### src/rtl/core/pnc_pkg.sv
// Shared constants, operation codes and controller/datapath interface types.
package pnc_pkg;

   localparam int OP_W          = 3;
   localparam int INDEX_W       = 8;
   localparam int COLOR_W       = 8;
   localparam int ENT_W         = 3 * COLOR_W;
   localparam int COUNT_W       = 9;
   localparam int SUM_W         = 18;
   localparam int DIST_W        = 9;
   localparam int DEFAULT_DEPTH = 256;

   localparam logic [OP_W-1:0] OP_SET     = 3'd0;
   localparam logic [OP_W-1:0] OP_APPEND  = 3'd1;
   localparam logic [OP_W-1:0] OP_CLEAR   = 3'd2;
   localparam logic [OP_W-1:0] OP_NEAREST = 3'd3;
   localparam logic [OP_W-1:0] OP_EXACT   = 3'd4;

   typedef struct packed {
      logic capture;
      logic exec;
      logic scan_issue;
      logic rsp_load;
   } cmd_type;

   typedef struct packed {
      logic search;
      logic count_zero;
      logic scan_last;
      logic pipe_busy;
   } status_type;

endpackage

### src/rtl/core/pnc_ctrl.sv
// Sequencing state machine and response handshake.
module pnc_ctrl (
   input  logic                clock,
   input  logic                reset,
   input  logic                req_valid,
   output logic                req_ready,
   output logic                rsp_valid,
   input  logic                rsp_ready,
   output pnc_pkg::cmd_type    cmd,
   input  pnc_pkg::status_type status
);
   import pnc_pkg::*;

   localparam logic [2:0] ST_IDLE  = 3'd0;
   localparam logic [2:0] ST_EXEC  = 3'd1;
   localparam logic [2:0] ST_SCAN  = 3'd2;
   localparam logic [2:0] ST_DRAIN = 3'd3;
   localparam logic [2:0] ST_RESP  = 3'd4;

   logic [2:0] state_ff;
   logic [2:0] state_in;
   logic       rsp_valid_ff;
   logic       rsp_valid_in;

   always_comb begin
      state_in = state_ff;
      cmd      = '0;
      unique case (state_ff)
         ST_IDLE: begin
            if (req_valid) begin
               cmd.capture = 1'b1;
               state_in    = ST_EXEC;
            end
         end
         ST_EXEC: begin
            cmd.exec = 1'b1;
            if (status.search && !status.count_zero) begin
               state_in = ST_SCAN;
            end else begin
               state_in = ST_RESP;
            end
         end
         ST_SCAN: begin
            cmd.scan_issue = 1'b1;
            if (status.scan_last) begin
               state_in = ST_DRAIN;
            end
         end
         ST_DRAIN: begin
            if (!status.pipe_busy) begin
               state_in = ST_RESP;
            end
         end
         ST_RESP: begin
            if (!rsp_valid_ff || rsp_ready) begin
               cmd.rsp_load = 1'b1;
               state_in     = ST_IDLE;
            end
         end
         default: begin
            state_in = ST_IDLE;
         end
      endcase
   end

   always_comb begin
      rsp_valid_in = rsp_valid_ff;
      if (cmd.rsp_load) begin
         rsp_valid_in = 1'b1;
      end else if (rsp_ready) begin
         rsp_valid_in = 1'b0;
      end
   end

   always_ff @(posedge clock) begin
      if (reset) begin
         state_ff     <= ST_IDLE;
         rsp_valid_ff <= 1'b0;
      end else begin
         state_ff     <= state_in;
         rsp_valid_ff <= rsp_valid_in;
      end
   end

   assign req_ready = (state_ff == ST_IDLE);
   assign rsp_valid = rsp_valid_ff;

endmodule

### config.mk
export PLATFORM = sky130hd
export DESIGN_NAME = pnc_ctrl
export DESIGN_NICKNAME = d
export VERILOG_FILES = /design/src/rtl/core/pnc_pkg.sv /design/src/rtl/core/pnc_ctrl.sv
export SDC_FILE = /design/constraint.sdc
export NUM_CORES = 1
export LEC_CHECK = 0
export ABC_CLOCK_PERIOD_IN_PS = 3700
export BUFFER_PORTS_ARGS = -buffer_cell sky130_fd_sc_hd__clkbuf_2
export CORE_AREA = 2 2 39 41
export DETAILED_ROUTE_END_ITERATION = 16
export DIE_AREA = 0 0 41 43
export SLEW_MARGIN = 0
export SYNTH_ARGS = -nofsm -noshare
export SYNTH_HDL_FRONTEND = slang
export SYNTH_SLANG_ARGS = --single-unit
### constraint.sdc
create_clock -name clock -period 3.7 [get_ports clock]
set_clock_uncertainty 0.05 [all_clocks]
set_input_delay 0 -clock clock [delete_from_list [all_inputs] [get_ports clock]]
set_output_delay 0 -clock clock [all_outputs]
set_load 0.005 [all_outputs]
# --- Word level (Yosys, flattened, before mapping) ---
# Cells that the tools add are included.
totals:
  reg_bits: 4
  in_bits: 8
  output_inout_bits: 6
  elab_cells: 31
op_classes:
  n_eq_ne: 8
  n_mux: 14
  reduce_logical: 7
ops:
  columns: ["op", "n"]
  rows:
  - ["$mux W3", 5]
  - ["$pmux W3 S5", 1]
  - ["$mux W1", 8]
  - ["$ne A2 B2 Y1 const B", 4]
  - ["$eq A3 B2 Y1 const B", 2]
  - ["$reduce_and A4 Y1", 1]
  - ["$eq A3 B1 Y1 const B", 1]
  - ["$eq A3 B3 Y1 const B", 1]
  - ["$logic_not A3 Y1", 1]
  - ["$logic_not A1 Y1", 2]
  - ["$reduce_bool A2 Y1", 1]
  - ["$logic_and A1 B1 Y1", 1]
  - ["$logic_or A1 B1 Y1", 1]

# --- Longest topological paths before layout ---
depth:
  depth_word: 5
  ltp_mapped: 5
  mapped_depth_nobuf: 4

# --- Least setup slack after synthesis ---
# Ideal clock, no wire load.
synth_path:
  path_kind: "register to register"
  from: "reg state_ff[2]"
  to: "reg state_ff[1]"
  setup_ns: 0.116
  arrival_ns: 1.052
  required_time_ns: 3.534
  path_slack_ns: 2.482
  stages_incl_launch_ff: 6
  n_path_buf: 1
  period_less_slack_ns: 1.218
  cell_sequence: "dfxtp_1 -> buf_6 -> and4bb_1 -> o21ai_2 -> a211oi_2 -> a41o_1"
synth_between:
  elab_chain_len: 3
  elab_cells_between_ends: 11
  cone_classes: "8 x eq/ne; 1 x mux; 2 x reduce/logical"
synth_lines:
  columns: ["item", "line", "text"]
  rows:
  - ["from (decl)", "pnc_ctrl.sv:20", "logic [2:0] state_ff;"]
  - ["from (signal assigned)", "pnc_ctrl.sv:80", "state_ff <= state_in;"]
  - ["$eq A3 B3 Y1 (tied with other cells)", "pnc_ctrl.sv:28", "unique case (state_ff)"]
  - ["$ne A2 B2 Y1 (no line)", null, null]
  - ["$reduce_and A4 Y1 (no line)", null, null]
# Several ways; a longest one is shown, not always the timed one.
# A chain may end at the register's enable or synchronous reset.

# --- Worst setup path in the final report ---
layout_path:
  from: "reg state_ff[1]"
  to: "reg state_ff[1]"
# Same word-level chain as after synthesis.

==> summary.txt <==
Status
  • Status: completed

Synthesis
  • Top cell type by total area after synthesis: sky130_fd_sc_hd__dfxtp_1
  • Sequential fraction of the synthesis area: 0.2520
  • Flops & latches, synth: 4
  • Average footprint of a synthesized cell: 8.589 um^2
  • Area contributors post-synth: sky130_fd_sc_hd__dfxtp_1 25%, sky130_fd_sc_hd__buf_6 11%, sky130_fd_sc_hd__nor3_1 6.3%
  • Net count after synthesis: 45
  • Netlist cell types: 24
  • Share of the synthesized area in the top cell type: 0.2520
  • Total of warnings raised by yosys: 0
  • Combined area of all synthesized cells: 317.8 um^2
  • Gate Count Post-Synth: 37

STA
  • Final sum of negative setup slack: 0 ps
  • Period minus WS final: 1353 ps
  • Measured slew at the worst slew-check pin: 307.5 ps
  • Relative slew slack: 0.7947
  • Setup ws final: 2347 ps
  • Number of hold violations in the final report: 0
  • RSZ-0062 raised after global routing: false
  • Maximum achievable frequency: 739.1 MHz
  • Final worst path period share: 0.3657
  • Number of max-slew violations in the final report: 0
  • Final setup violating endpoints: 0

Worst setup path
  • CP Cell Sequence: and4bb_1 > o21ai_2 > a211oi_2 > a41o_1
  • Start point of the critical path: state_ff[1]$_SDFFE_PP0P_
  • Startpoint of the lowest-slack register-to-register path: state_ff[1]$_SDFFE_PP0P_
  • Required time of the critical path: 3780 ps
  • Crit path buf inv count: 0
  • Startpoint type of the worst setup path: flip-flop
  • Endpoint type of the worst setup path: flip-flop
  • Maximum fanout count along the critical path: 9
  • Highest cell delay on the worst timing path: ~470 ps
  • Top delay family on crit path: compound AO/OA/AOI/OAI gates
  • Library cell contributing the largest single delay on the critical path: sky130_fd_sc_hd__dfxtp_1
  • Kind of critical path: reg2reg
  • Arrival time worst endpoint: 1430 ps

Die
  • Floorplan die area: 1763 um^2
  • Die width: 41 um
  • Effective utilization at floorplan: 0.2297
  • Chip Height: between 40 and 50 um
  • Std cell rows: 14
  • Top-Level Pins: 14
  • Total core area: about 1400 um^2

Clocking
  • Clock slew at the register clock pins of the worst setup and hold paths: 40 ps
  • Clk Latency, worst-skew pair: between 200 and 250 ps
  • Total number of H-tree levels: 1
  • Bufs on Longest Clock Path: 2
  • Clock root buffer: sky130_fd_sc_hd__clkbuf_4
  • Total clock buffers created by CTS: 3
  • CTS Sinks: 4
  • TritonCTS clock tree: done
  • Resized cells post-CTS: 0

Pwr
  • Worst vdd ir: 153.3 uV
  • Areal power density over the cells: 438.4 nW/um^2
  • Leakage Power: 0.0001778 uW
  • Sum of internal, switching and leakage power: around 170 uW

Detailed routing
  • # DRC: 0
  • DRC violation total after the first TritonRoute iteration: 1
  • Count of vias placed by the detailed router: roughly 310
  • Wire length per cell after detailed routing: 10.88 um
  • Final WL: 718 um
  • Post-route antenna net violation count: 0
  • DR pass1 iterations: 4
  • Post-DR vias/cell: 4.742

Global routing
  • Number of antenna violations at the first check in global routing: 0
  • Overall global routing resource usage: 0.1074
  • Pin count of the biggest net entering global routing: 10
  • Wire length of the first global-routing pass: 1269 um
  • Final global-route overflow total: 0
  • Via count of the first global-routing pass: about 290

Job
  • Max cap viols: 0

Cells and area
  • Fraction of final layout cells with drive strength greater than 1: 0.4000
  • Diode count: 0
  • Final standard cell count with taps included and fillers excluded: 66
  • Layout-stage area growth over the synthesis result: 24.02%
  • Total number of nets in the final design: 60

Worst hold path
  • Classification of the worst-slack hold path: in2reg
  • Start point of the worst hold path: rsp_ready

Placement
  • Final GP Congestion: approximately 0.74
  • Post-placement setup slack: 2350 ps
  • Instance count after placement with tap cells included: 62
  • Port Buffer Count: 13
  • Dpl hpwl: 558.7 um
[worst register-to-register path, delay by kind of cell (launching register included)]
kind	cells	cell delay, ps
DFF	1	470
and+or+nand+nor	1	240
AOI/OAI and AO/OA	3	490
[timing repair]
item,4_1_cts,5_1_grt
hold buffers,1,0
endpoints found under the hold margin,3,0
setup buffers,0,0
[area by class of cell]
class	instances	area [um^2]
Sequential cell	4	80.08
Clock buffer	3	22.52
Fill cell	160	989.7
Tap cell	16	20.02
Multi-Input combinational cell	26	185.2
Timing Repair Buffer	14	75.07
Inverter	3	11.26
[cell usage after synthesis, drive strengths merged]
| master | n |
|---|---|
| a211oi | 1 |
| nor4 | 1 |
| nor3 | 5 |
| nand3 | 2 |
| nand2b | 1 |
| a21oi | 1 |
| o21ai | 2 |
| and3 | 1 |
| inv | 3 |
| and4bb | 1 |
| o31ai | 1 |
| nand2 | 1 |
| mux2i | 1 |
| and2 | 1 |
| a41oi | 1 |
| nor2 | 3 |
| buf | 4 |
| a41o | 1 |
| nor2b | 1 |
| dfxtp | 4 |
| nor3b | 1 |
[path summary, 6_finish.rpt]
kind	endpoint	slack (ps)	cells past startpoint
setup / recovery	state_ff[1]$_SDFFE_PP0P_	2350	4
hold / removal	rsp_valid$_SDFFE_PP0P_	50	3
hold reg to reg	rsp_valid$_SDFFE_PP0P_	490	2
setup reg to reg	state_ff[1]$_SDFFE_PP0P_	2350	4
[per-stage QoR]
| stage | hold slack [ps] | cell area, um^2 | util |
|---|---|---|---|
| 2_1_floorplan | 19.07 | 317.8 | - |
| 3_3_place_gp | 208.6 | 361.6 | 0.2613 |
| 3_5_place_dp | 206.3 | 361.6 | 0.2613 |
| 4_1_cts | 58.10 | 394.1 | 0.2848 |
| 5_1_grt | 119.7 | 394.1 | 0.2848 |
| 6_report | 53.47 | 394.1 | 0.2848 |
[cells by family after synthesis]
group / share of synthesized area
flops: 0.2520
simple gates: 0.3347
buf+inv: 0.1654
compound gates: 0.2165
mux: 0.03150
[cell usage in the layout (no fill, tap or decap), drive strengths merged, types with 2 or more instances in the layout]
master | Yosys | routed
clkbuf | 0 | 16
o21ai | 2 | 2
inv | 3 | 3
nor2 | 3 | 3
nand3 | 2 | 2
nor3 | 5 | 5
dfxtp | 4 | 4
[power breakdown]
| group | leakage (uW) | internal, uW | switching (uW) |
|---|---|---|---|
| logic | 0.000131 | 27.8 | 28.4 |
| clock network | 0.0000138 | 36.4 | 19.1 |
| registers | 0.0000327 | 49.0 | 12.0 |
| total | 0.000178 | 113 | 59.6 |
[layer usage]
| metal | track usage | share of wire |
|---|---|---|
| met5 | 0 | 0 |
| met4 | 0.02000 | 0 |
| met3 | 0.06283 | 0.068 |
| met2 | 0.1563 | 0.48 |
| met1 | 0.1350 | 0.45 |
[flip-flops by register name, indices dropped and copies added, names as in the netlist]
register	count
rsp_valid	1
state_ff	3
Power figures use the tool's default switching activity.
